[src/rtl/bsr_pkg.sv]
// ----------------------------------------------------------------------------
// bsr_pkg
// Types and codes shared by the banker's safe-request guard.
// ----------------------------------------------------------------------------
package bsr_pkg;

    localparam int RESOURCES = 3;

    localparam logic [1:0] ACT_SET_AVAIL = 2'd0;
    localparam logic [1:0] ACT_SET_PROC  = 2'd1;
    localparam logic [1:0] ACT_REQUEST   = 2'd2;
    localparam logic [1:0] ACT_RELEASE   = 2'd3;

    localparam logic [2:0] ST_OK         = 3'd0;
    localparam logic [2:0] ST_OVER_NEED  = 3'd1;
    localparam logic [2:0] ST_OVER_AVAIL = 3'd2;
    localparam logic [2:0] ST_UNSAFE     = 3'd3;
    localparam logic [2:0] ST_OVER_ALLOC = 3'd4;
    localparam logic [2:0] ST_OVER_MAX   = 3'd5;

    typedef struct packed {
        logic [1:0] action;
        logic [2:0] process;
        logic [7:0] amount_0;
        logic [7:0] amount_1;
        logic [7:0] amount_2;
        logic [7:0] limit_0;
        logic [7:0] limit_1;
        logic [7:0] limit_2;
    } t_in;

    typedef struct packed {
        logic [2:0]  status;
        logic [14:0] safe_order;
    } t_out;

endpackage

[src/rtl/bsr_table.sv]
// ----------------------------------------------------------------------------
// bsr_table
// Per-process allocation/need memory with a registered read.
// Entries read as zero until first written.
// ----------------------------------------------------------------------------
module bsr_table #(
    parameter int DEPTH = 5,
    parameter int AW    = 3,
    parameter int W     = 48
) (
    input  logic          i_clk,
    input  logic          i_rst_n,
    input  logic          i_we,
    input  logic [AW-1:0] i_waddr,
    input  logic [W-1:0]  i_wdata,
    input  logic [AW-1:0] i_raddr,
    output logic [W-1:0]  o_rdata
);

    logic [W-1:0]     r_mem [DEPTH];
    logic [DEPTH-1:0] r_valid;
    logic [W-1:0]     r_rdata;
    logic             r_rvalid;

    always_ff @(posedge i_clk) begin
        if (i_we) begin
            r_mem[i_waddr] <= i_wdata;
        end
        r_rdata <= r_mem[i_raddr];
    end

    always_ff @(posedge i_clk) begin
        if (!i_rst_n) begin
            r_valid  <= '0;
            r_rvalid <= 1'b0;
        end else begin
            if (i_we) begin
                r_valid[i_waddr] <= 1'b1;
            end
            r_rvalid <= r_valid[i_raddr];
        end
    end

    assign o_rdata = r_rvalid ? r_rdata : '0;

endmodule

[src/rtl/banker_safe_request.sv]
// ----------------------------------------------------------------------------
// banker_safe_request
// Banker's algorithm guard: available vector in registers, per-process
// allocation and need in a synchronous memory, iterative safety pass.
// Set and release actions pass through the execute and done states; a request
// adds sweeps of the process memory, with a read state and an evaluate state for
// each process, plus a rollback state when no safe order is found.
// One item at a time; input reopens as the result loads into the output register.
// Reset clears the available vector and marks every process entry as zero.
// ----------------------------------------------------------------------------
module banker_safe_request #(
    parameter int PROCESSES  = 5,
    parameter int COUNT_BITS = 8
) (
    input  logic          i_clk,
    input  logic          i_rst_n,
    input  logic          i_in_valid,
    output logic          o_in_stall,
    input  bsr_pkg::t_in  i_in,
    output logic          o_out_valid,
    input  logic          i_out_stall,
    output bsr_pkg::t_out o_out
);

    localparam int CB = COUNT_BITS;
    localparam int NR = bsr_pkg::RESOURCES;
    localparam int AW = $clog2(PROCESSES);
    localparam int FW = $clog2(PROCESSES + 1);
    localparam int WW = CB + 4;
    localparam int EW = 2 * NR * CB;

    localparam logic [2:0] S_IDLE = 3'd0;
    localparam logic [2:0] S_EXEC = 3'd1;
    localparam logic [2:0] S_SRD  = 3'd2;
    localparam logic [2:0] S_SEV  = 3'd3;
    localparam logic [2:0] S_ROLL = 3'd4;
    localparam logic [2:0] S_DONE = 3'd5;

    logic [2:0]           r_state, n_state;
    bsr_pkg::t_in         r_item;
    logic [CB-1:0]        r_avail [NR];
    logic [CB-1:0]        n_avail [NR];
    logic [WW-1:0]        r_work  [NR];
    logic [WW-1:0]        n_work  [NR];
    logic [PROCESSES-1:0] r_done, n_done;
    logic [FW-1:0]        r_fin, n_fin;
    logic                 r_prog, n_prog;
    logic [AW-1:0]        r_idx, n_idx;
    logic [14:0]          r_order, n_order;
    logic [EW-1:0]        r_orig, n_orig;
    logic [2:0]           r_status, n_status;
    logic                 r_out_valid;
    bsr_pkg::t_out        r_out;

    logic [CB-1:0] w_amt [NR];
    logic [CB-1:0] w_lim [NR];
    logic [CB-1:0] w_a   [NR];
    logic [CB-1:0] w_n   [NR];
    logic          w_we;
    logic [AW-1:0] w_raddr;
    logic [EW-1:0] w_wdata, w_rd;
    logic          w_accept, w_in_range, w_fits;
    logic [CB:0]   w_sum;

    assign w_amt[0] = CB'({8'd0, r_item.amount_0});
    assign w_amt[1] = CB'({8'd0, r_item.amount_1});
    assign w_amt[2] = CB'({8'd0, r_item.amount_2});
    assign w_lim[0] = CB'({8'd0, r_item.limit_0});
    assign w_lim[1] = CB'({8'd0, r_item.limit_1});
    assign w_lim[2] = CB'({8'd0, r_item.limit_2});

    for (genvar g = 0; g < NR; g++) begin : g_split
        assign w_a[g] = w_rd[g*CB +: CB];
        assign w_n[g] = w_rd[(NR+g)*CB +: CB];
    end

    assign w_accept   = i_in_valid && !o_in_stall;
    assign o_in_stall = (r_state != S_IDLE);
    assign w_in_range = ({5'd0, r_item.process} < 8'(PROCESSES));
    assign w_raddr    = (r_state == S_IDLE) ? AW'(i_in.process) : r_idx;

    bsr_table #(.DEPTH(PROCESSES), .AW(AW), .W(EW)) u_table (
        .i_clk   (i_clk),
        .i_rst_n (i_rst_n),
        .i_we    (w_we),
        .i_waddr (AW'(r_item.process)),
        .i_wdata (w_wdata),
        .i_raddr (w_raddr),
        .o_rdata (w_rd)
    );

    always_comb begin
        n_state  = r_state;
        n_avail  = r_avail;
        n_work   = r_work;
        n_done   = r_done;
        n_fin    = r_fin;
        n_prog   = r_prog;
        n_idx    = r_idx;
        n_order  = r_order;
        n_orig   = r_orig;
        n_status = r_status;
        w_we     = 1'b0;
        w_wdata  = w_rd;
        w_fits   = 1'b1;
        w_sum    = '0;
        case (r_state)
            S_IDLE: begin
                if (w_accept) begin
                    n_state = S_EXEC;
                end
            end
            S_EXEC: begin
                n_status = bsr_pkg::ST_OK;
                n_order  = '0;
                n_state  = S_DONE;
                if (r_item.action == bsr_pkg::ACT_SET_AVAIL) begin
                    n_avail = w_amt;
                end else if (!w_in_range) begin
                    case (r_item.action)
                        bsr_pkg::ACT_SET_PROC: n_status = bsr_pkg::ST_OVER_MAX;
                        bsr_pkg::ACT_REQUEST:  n_status = bsr_pkg::ST_OVER_NEED;
                        default:               n_status = bsr_pkg::ST_OVER_ALLOC;
                    endcase
                end else if (r_item.action == bsr_pkg::ACT_SET_PROC) begin
                    for (int j = 0; j < NR; j++) begin
                        if (w_amt[j] > w_lim[j]) n_status = bsr_pkg::ST_OVER_MAX;
                        w_wdata[j*CB +: CB]      = w_amt[j];
                        w_wdata[(NR+j)*CB +: CB] = w_lim[j] - w_amt[j];
                    end
                    w_we = (n_status == bsr_pkg::ST_OK);
                end else if (r_item.action == bsr_pkg::ACT_REQUEST) begin
                    for (int j = 0; j < NR; j++) begin
                        if (w_amt[j] > w_n[j]) n_status = bsr_pkg::ST_OVER_NEED;
                    end
                    if (n_status == bsr_pkg::ST_OK) begin
                        for (int j = 0; j < NR; j++) begin
                            if (w_amt[j] > r_avail[j]) n_status = bsr_pkg::ST_OVER_AVAIL;
                        end
                    end
                    for (int j = 0; j < NR; j++) begin
                        w_wdata[j*CB +: CB]      = w_a[j] + w_amt[j];
                        w_wdata[(NR+j)*CB +: CB] = w_n[j] - w_amt[j];
                        n_work[j] = WW'(r_avail[j] - w_amt[j]);
                    end
                    if (n_status == bsr_pkg::ST_OK) begin
                        w_we   = 1'b1;
                        for (int j = 0; j < NR; j++) begin
                            n_avail[j] = r_avail[j] - w_amt[j];
                        end
                        n_orig  = w_rd;
                        n_done  = '0;
                        n_fin   = '0;
                        n_prog  = 1'b0;
                        n_idx   = '0;
                        n_state = S_SRD;
                    end
                end else begin
                    for (int j = 0; j < NR; j++) begin
                        if (w_amt[j] > w_a[j]) n_status = bsr_pkg::ST_OVER_ALLOC;
                        w_wdata[j*CB +: CB]      = w_a[j] - w_amt[j];
                        w_wdata[(NR+j)*CB +: CB] = w_n[j] + w_amt[j];
                    end
                    if (n_status == bsr_pkg::ST_OK) begin
                        w_we = 1'b1;
                        for (int j = 0; j < NR; j++) begin
                            w_sum = {1'b0, r_avail[j]} + {1'b0, w_amt[j]};
                            n_avail[j] = w_sum[CB] ? '1 : w_sum[CB-1:0];
                        end
                    end
                end
            end
            S_SRD: begin
                n_state = S_SEV;
            end
            S_SEV: begin
                for (int j = 0; j < NR; j++) begin
                    if (WW'(w_n[j]) > r_work[j]) w_fits = 1'b0;
                end
                if (!r_done[r_idx] && w_fits) begin
                    for (int j = 0; j < NR; j++) begin
                        n_work[j] = r_work[j] + WW'(w_a[j]);
                    end
                    n_done[r_idx] = 1'b1;
                    for (int s = 0; s < 5; s++) begin
                        if (r_fin == FW'(s)) n_order[s*3 +: 3] = 3'(r_idx);
                    end
                    n_fin  = r_fin + 1'b1;
                    n_prog = 1'b1;
                end
                if (n_fin == FW'(PROCESSES)) begin
                    n_status = bsr_pkg::ST_OK;
                    n_state  = S_DONE;
                end else if (r_idx == AW'(PROCESSES - 1)) begin
                    if (!n_prog) begin
                        n_state = S_ROLL;
                    end else begin
                        n_idx   = '0;
                        n_prog  = 1'b0;
                        n_state = S_SRD;
                    end
                end else begin
                    n_idx   = r_idx + 1'b1;
                    n_state = S_SRD;
                end
            end
            S_ROLL: begin
                w_we    = 1'b1;
                w_wdata = r_orig;
                for (int j = 0; j < NR; j++) begin
                    n_avail[j] = r_avail[j] + w_amt[j];
                end
                n_status = bsr_pkg::ST_UNSAFE;
                n_order  = '0;
                n_state  = S_DONE;
            end
            S_DONE: begin
                if (!r_out_valid || !i_out_stall) begin
                    n_state = S_IDLE;
                end
            end
            default: begin
                n_state = S_IDLE;
            end
        endcase
    end

    always_ff @(posedge i_clk) begin
        if (!i_rst_n) begin
            r_state     <= S_IDLE;
            r_avail     <= '{default: '0};
            r_out_valid <= 1'b0;
            r_done      <= '0;
            r_fin       <= '0;
            r_prog      <= 1'b0;
            r_idx       <= '0;
        end else begin
            r_state <= n_state;
            r_avail <= n_avail;
            r_done  <= n_done;
            r_fin   <= n_fin;
            r_prog  <= n_prog;
            r_idx   <= n_idx;
            if (r_state == S_DONE && (!r_out_valid || !i_out_stall)) begin
                r_out_valid <= 1'b1;
            end else if (!i_out_stall) begin
                r_out_valid <= 1'b0;
            end
        end
    end

    always_ff @(posedge i_clk) begin
        if (w_accept) begin
            r_item <= i_in;
        end
        r_work   <= n_work;
        r_order  <= n_order;
        r_orig   <= n_orig;
        r_status <= n_status;
        if (r_state == S_DONE && (!r_out_valid || !i_out_stall)) begin
            r_out.status     <= r_status;
            r_out.safe_order <= r_order;
        end
    end

    assign o_out_valid = r_out_valid;
    assign o_out       = r_out;

    a_fin_count: assert property (@(posedge i_clk) disable iff (!i_rst_n)
        (r_state == S_SEV) |-> (32'(r_fin) == $countones(r_done)))
        else $error("finish count disagrees with done mask");

    a_roll_done: assert property (@(posedge i_clk) disable iff (!i_rst_n)
        (r_state == S_ROLL) |=> (r_state == S_DONE))
        else $error("rollback did not complete");

    a_unsafe_order: assert property (@(posedge i_clk) disable iff (!i_rst_n)
        (r_out_valid && r_out.status != bsr_pkg::ST_OK) |-> (r_out.safe_order == '0))
        else $error("order reported on refused request");

    a_idx_range: assert property (@(posedge i_clk) disable iff (!i_rst_n)
        (r_state == S_SEV) |-> (32'(r_idx) < PROCESSES))
        else $error("scan index out of range");

endmodule

[config.mk]
export PLATFORM = sky130hd
export DESIGN_NAME = banker_safe_request
export DESIGN_NICKNAME = d
export VERILOG_FILES = /design/src/rtl/bsr_pkg.sv /design/src/rtl/bsr_table.sv /design/src/rtl/banker_safe_request.sv
export SDC_FILE = /design/constraint.sdc
export NUM_CORES = 1
export LEC_CHECK = 0
export ABC_AREA = 0
export BUFFER_PORTS_ARGS = -buffer_cell sky130_fd_sc_hd__buf_2
export CORE_UTILIZATION = 25
export DETAILED_ROUTE_END_ITERATION = 7
export GPL_TIMING_DRIVEN = 0
export MAX_ROUTING_LAYER = met4
export PLACE_DENSITY = 0.44
export SYNTH_ARGS = -nofsm -noshare
export SYNTH_HDL_FRONTEND = slang
export SYNTH_SLANG_ARGS = --single-unit
[constraint.sdc]
create_clock -name i_clk -period 8.8 [get_ports i_clk]
set_clock_uncertainty 0.1 [all_clocks]
set_input_delay 0.44 -clock i_clk [delete_from_list [all_inputs] [get_ports i_clk]]
set_output_delay 0.44 -clock i_clk [all_outputs]
set_load 0.01 [all_outputs]
Word-level counts from Yosys, hierarchy flattened:

Memory sizes are Yosys's and may differ from the RTL's. A register that Yosys moved wholly into a read port is not among the register bits.
Index checks and enable logic that the tools add are counted.

* register bits after elaboration: 219
* memory bits (writable): 240
* input bits: 57
* output and inout port bits: 20
* logic and storage cells: 291
* memories: 1

Memory list
* u_table.r_mem: depth 5, bits a word 48, read ports 1, clocked after memory_dff 1, write ports 1, line bsr_table.sv:20 `logic [W-1:0] r_mem [DEPTH];`

* $add $sub $neg: 32
* magnitude comparators: 21
* equal/unequal tests: 34
* mux-type cells: 132
* bitwise gates (word level): 4
* reductions and logical operators: 36

Operators by type and width (count)
* $mux W48: 5
* $mux W3: 62
* $mux W36: 5
* $mux W24: 6
* $gt A8 B8 Y1: 12
* $pmux W48 S2: 1
* $sub A8 B8 Y8: 12
* $add A8 B8 Y8: 9
* $pmux W36 S2: 1
* $pmux W24 S2: 1
* $add A12 B8 Y12: 3
* $gt A8 B12 Y1: 3
* $mux W5: 6
* $ne A2 B2 Y1 const B: 15
* $pmux W15 S2: 1
* $mux W1: 28
* $add A8 B8 Y9: 3
* $sub A8 B8 Y9: 3
* $mux W8: 3
* $logic_not A3 Y1: 6
* $pmux W3 S2: 3
* $pmux W3 S6: 1
* $reduce_and A6 Y1: 3
* $eq A3 B3 Y1 const B: 5
* 31 further kinds: 62

Longest topological paths before layout:

* depth in word-level cells: 28
* gate-level depth with buffers: 21
* gate-level depth less buffers: 14

By module:

Synthesis repeated with hierarchy kept, for this count alone.

* cell total of the unflattened synthesis: 2329
* area total of the unflattened synthesis: 27665.3 µm²

Modules (own cells, without submodules)
* banker_safe_request: instances 1, cells an instance 1850, area each 17187.7 µm², seq. area each 5995.8 µm²
* bsr_table: instances 1, cells an instance 479, area each 10477.5 µm², seq. area each 8287.9 µm²

Least setup slack after synthesis:

OpenSTA, ideal clock, no wires.

* kind: flip-flop to flip-flop
* start: reg u_table.r_rvalid
* end: mem u_table.r_mem[1][0] (enable)
* setup time: 0.523 ns
* arrival: 7.027 ns
* data required time: 8.177 ns
* path slack: 1.150 ns
* cell stages (with the launch flop): 20
* buffers on the path: 7
* clock period less this slack: 7.650 ns
* path through: dfxtp_1 -> buf_6 -> buf_6 -> buf_6 -> buf_4 -> clkbuf_1 -> clkbuf_1 -> nand2_1 -> ha_1 -> inv_1 -> ha_1 -> a22oi_1 -> o311a_1 -> a211oi_2 -> a2bb2oi_2 -> or3b_4 -> a221oi_2 -> nand2b_1 -> buf_2 -> nor3b_1

* longest elaborated chain between the ends: 28
* elaborated cells on any way between the ends: 44
* classes of those cells: 6 x order compare; 35 x mux; 3 x reduce/logical

RTL lines
* start: declaration: line bsr_table.sv:23 `logic r_rvalid;`
* start signal: assignment: line bsr_table.sv:40 `r_rvalid <= r_valid[i_raddr];`
* $mux W48 (*): line bsr_table.sv:44 `assign o_rdata = r_rvalid ? r_rdata : '0;`
* $gt A8 B8 Y1: line banker_safe_request.sv:134 `if (w_amt[j] > w_n[j]) n_status = bsr_pkg::ST_OVER_NEED;`
* $mux W1: line banker_safe_request.sv:134
* $mux W3 (2 in series): line banker_safe_request.sv:134
* $mux W3: line banker_safe_request.sv:132 `end else if (r_item.action == bsr_pkg::ACT_REQUEST) begin`
* $mux W3: line banker_safe_request.sv:125 `end else if (r_item.action == bsr_pkg::ACT_SET_PROC) begin`
* $mux W3: line banker_safe_request.sv:119 `end else if (!w_in_range) begin`
* $mux W3: line banker_safe_request.sv:117 `if (r_item.action == bsr_pkg::ACT_SET_AVAIL) begin`
* (+11 left out)
* $mux W1: line banker_safe_request.sv:146 `if (n_status == bsr_pkg::ST_OK) begin`
* $mux W1 (*): line banker_safe_request.sv:132
* $mux W1 (*): line banker_safe_request.sv:125
* $mux W1 (*): line banker_safe_request.sv:119
* $mux W1 (*): line banker_safe_request.sv:117
* $pmux W1 S2 (*): line banker_safe_request.sv:107 `case (r_state)`
* $mux W1 (*): line bsr_table.sv:26 `if (i_we) begin`
* $mux W1 (implied by the code) (*): line bsr_table.sv:27 `r_mem[i_waddr] <= i_wdata;`
* end: declaration: line bsr_table.sv:20

Mark *: on every way between the ends. The rest lies on a longest branch, timed or not. The select of a mux whose other input is x is not followed.

Worst setup path after layout:

* start: reg u_table.r_rvalid
* end: mem u_table.r_mem[1][33] (enable)

The elaborated chain is that of the path after synthesis.

==> run_results.csv <==
group,metric,value,unit
routing,via_per_inst,4.92,
routing,drtAntennaViolNets,0,
cts,cts_hold_buf,54,
power,p_per_area,192,mW/mm^2
floorplan,core.rowCount,122,
sta,period_needed,7.96,ns
hold_path,hp-class,"in -> reg",
sta,relSlewSlack,5.32,%
critical_path,cp_top_family,"buffers and inverters",
sta,fin_crit_sh,90.5,%
cts,clk-insertion-delay-late,0.67,ns
synthesis,mappedNetlistNets,2688,
synthesis,yosysSeqAreaShare,51.2,%
critical_path,cp.arrival,8.20,ns
hold_path,holdPathEnd,"r_state[0]",
placed_design,port_buffers,75,
synthesis,synthArstFlopShare,0,%
cts,cts-resized-gates,0,
synthesis,syn_avg_cell_area,11.6,um^2
cts,clock-sinks,507,
global_route,grt_max_degree,47,
floorplan,start_util,25.2,%
power,power,6.35,mW
finish,synthToLayoutAreaGrowth,18.7,%
synthesis,synth_ff_type,"edfxtp_1",
run,cap_violations,0,
critical_path,regToRegEndpoint,"u_table.r_mem[1][33]",
cts,cts_setup_buffers,0,
routing,avgRoutedWirePerCell,25.2,um
sta,drv_slew,0,
cts,path_clk_slew,0.07,ns
routing,drt_wl_total,105,mm
routing,first_pass_iters,5,
global_route,grt_pass1_wl,148,mm
placed_design,dp_worst_setup_slack,0.839,ns
run_status,status,"complete, no violations",
critical_path,path_cells,"buf_6 > buf_6 > buf_6 > buf_4 > clkbuf_1 > clkbuf_1 > nand2_1 > ha_1 > inv_1 > ha_1 > a22oi_1 > o311ai_1 > nand4_1 > a2bb2oi_2 > or3b_4 > a221oi_2 > nand2b_1 > buf_2 > nor3b_2 > buf_6 > buf_6 > buf_6",
hold_path,worstHoldPathCells,3,
critical_path,crit_path_end_kind,"flip-flop",
floorplan,fp.dieH,336,um
synthesis,ys_types,82,
finish,drive_above_1_share,13.4,%
cts,cts-htree-levels,2,
sta,rsz0062_at_grt,"false",
global_route,grt.overflow.total,0,
power,leakagePower,12.2,nW
critical_path,crit_fanout,10,
sta,worst_pin_slew,1.41,ns
sta,hold_viol,0,
synthesis,synth_edf_count,413,
floorplan,die_w,336,um
finish,nets,2906,
floorplan,die_area,0.113,mm^2
placed_design,dp_hpwl,80.5,mm
floorplan,core_area,0.111,mm^2
critical_path,r2r_slack,0.84,ns
synthesis,syn_inst,2415,
cts,root_buffer,"clkbuf_16",
critical_path,crit_path_top_delay_cell,"nor3b_2",
critical_path,r2r-start,"u_table.r_rvalid",
hold_path,min_from,"i_in_valid",
cts,cts_buffers,61,
routing,drtIter0Drc,1598,
critical_path,start_kind,"flip-flop",
critical_path,max_stage_delay,0.70,ns
synthesis,ys_ff_latch,507,
floorplan,io_pins,77,
critical_path,cp.depth,22,
routing,vias,20545,
power,ir_worst_vdd,0.148,mV
critical_path,r2r_cells,22,
sta,fin_ws,0.839,ns
cts,clk_path_buf_depth,3,
critical_path,path_buf_inv,11,
global_route,grt_use_total,19.0,%
sta,finalSetupViolations,0,
synthesis,netlist_area,0.0279,mm^2
sta,max_freq,126,MHz
global_route,antenna_found_initial,3,
synthesis,synth_warnings,0,
critical_path,cp.required,9.04,ns
routing,drc_errors,0,
critical_path,path_class,"reg -> reg",
global_route,grt_pass1_vias,20580,
cts,cts_tree,"yes",
critical_path,path_common_cell,"buf_6",
placed_design,gp_congestion,0.944,
-- sequential cells by signal, indices dropped and copies added, names as in the netlist, 3 cells and up --
signal           flops
u_table.r_mem      240
r_item              53
r_orig              48
u_table.r_rdata     48
r_work              36
r_avail             24
o_out               18
r_order             15
r_done               5
u_table.r_valid      5
r_fin                3
r_idx                3
r_state              3
r_status             3
-- power by group --
part | switching, mW | internal, mW
Clock | 1.06 | 1.48
Sequential | 0.0925 | 2.71
Combinational | 0.642 | 0.367
Total | 1.79 | 4.56
-- worst min-delay path, delay by kind of cell --
family,cells,cell delay (ns)
buffers and inverters,1,0.11
AOI/OAI and AO/OA,2,0.26
-- stage by stage --
step | instance area (um^2) | hold WS (ns) | util (%) | std cells | setup TNS (ns)
after floorplan | 27900 | 0.300 | - | 2415 | 0
after global placement | 30200 | 0.311 | 27.2 | 3978 | -1034.58
after detailed placement | 30600 | 0.306 | 27.6 | 4004 | 0
after CTS | 33100 | 0.0542 | 29.9 | 4171 | 0
after global routing | 33100 | 0.0762 | 29.9 | 4171 | 0
final | 33100 | 0.114 | 30.0 | 4173 | 0
-- routing by layer --
metal,vias to the layer above,GRT usage [%],wire length [um]
met2,716,29.8,48000
met3,181,3.33,6350
met5,-,-,0
met4,0,6.82,4070
met1,10183,24.6,46800
li1,9465,-,-
-- worst max-delay path by stage --
| stage | start | endpoint |
|---|---|---|
| floorplan | u_table.r_rvalid | u_table.r_mem[1][0] |
| CTS | u_table.r_rvalid | u_table.r_mem[1][33] |
| global route | u_table.r_rvalid | u_table.r_mem[1][33] |
| finish | u_table.r_rvalid | u_table.r_mem[1][33] |
| global placement | u_table.r_rvalid | u_table.r_mem[1][34] |
| detailed placement | u_table.r_rvalid | u_table.r_mem[1][34] |
-- cell families after synthesis --
family / after synthesis / share of synthesized area [%]
and+or+nand+nor: 511 / 8.73
buffers and inverters: 266 / 3.80
AOI/OAI and AO/OA: 659 / 15.0
adders and majority gates: 230 / 10.7
DFF: 507 / 51.2
xor gates and xnor gates: 119 / 3.73
muxes: 123 / 6.83
-- cell usage after synthesis (8+ instances only) --
| library cell | count | area share, % |
|---|---|---|
| o221ai_1 | 19 | 0.60 |
| mux2_2 | 49 | 2.0 |
| a22oi_1 | 37 | 1.0 |
| nor4_1 | 8 | 0.18 |
| o211ai_1 | 18 | 0.48 |
| nor3_1 | 26 | 0.47 |
| nand2b_1 | 24 | 0.54 |
| ha_1 | 196 | 8.8 |
| buf_1 | 11 | 0.15 |
| xor2_1 | 29 | 0.91 |
| a21boi_0 | 9 | 0.24 |
| nor2_1 | 125 | 1.7 |
| o21a_1 | 19 | 0.51 |
| and3_1 | 13 | 0.29 |
| fa_1 | 20 | 1.4 |
| a31oi_1 | 11 | 0.25 |
| a21oi_1 | 196 | 3.5 |
| mux4_2 | 49 | 4.0 |
| o22ai_1 | 16 | 0.36 |
| and2_1 | 34 | 0.76 |
| o21ai_0 | 175 | 3.1 |
| o31ai_1 | 16 | 0.43 |
| edfxtp_1 | 413 | 44 |
| nand3_1 | 47 | 0.84 |
| a221oi_1 | 9 | 0.28 |
| or3_1 | 12 | 0.27 |
| dfxtp_1 | 94 | 6.7 |
| maj3_1 | 13 | 0.47 |
| a221o_1 | 13 | 0.47 |
| inv_1 | 153 | 2.1 |
| clkbuf_1 | 71 | 0.95 |
| a21o_1 | 23 | 0.62 |
| mux2i_1 | 25 | 0.90 |
| buf_2 | 14 | 0.25 |
| o21bai_1 | 22 | 0.59 |
| nand2_1 | 156 | 2.1 |
| nor2b_1 | 35 | 0.78 |
| xnor2_1 | 90 | 2.8 |
| a211oi_1 | 22 | 0.59 |
| or4_1 | 10 | 0.27 |
-- area by class of cell --
type	instances	area, um^2
Buffer	103	447
Antenna cell	2	5.00
Multi-Input combinational cell	1642	12600
Fill cell	11317	77500
Clock buffer	73	1640
Inverter	163	613
Clock inverter	40	373
Timing Repair Buffer	155	1290
Sequential cell	507	14300
Tap cell	1488	1860
-- cells in the final DEF (no fill, tap or decap), types with 13 or more instances in the layout --
| cell type | count |
|---|---|
| clkbuf_1 | 77 |
| buf_6 | 24 |
| maj3_1 | 13 |
| nor2b_1 | 35 |
| xor2_1 | 29 |
| edfxtp_1 | 413 |
| a21o_1 | 23 |
| fa_1 | 20 |
| a22oi_1 | 37 |
| and2_1 | 33 |
| dfxtp_1 | 94 |
| nor2_1 | 124 |
| a21oi_1 | 195 |
| ha_1 | 196 |
| inv_1 | 152 |
| o22ai_1 | 16 |
| a211oi_1 | 22 |
| o21a_1 | 19 |
| mux2_2 | 49 |
| nor3_1 | 25 |
| dlygate4sd3_1 | 54 |
| mux4_2 | 49 |
| o21ai_0 | 174 |
| xnor2_1 | 90 |
| nand3_1 | 47 |
| o31ai_1 | 16 |
| a221o_1 | 13 |
| o21bai_1 | 22 |
| nand2_1 | 156 |
| mux2i_1 | 23 |
| o221ai_1 | 19 |
| clkbuf_16 | 62 |
| nand2b_1 | 24 |
| o211ai_1 | 18 |
| buf_2 | 89 |
No activity file was read; power rests on OpenSTA's default activity.
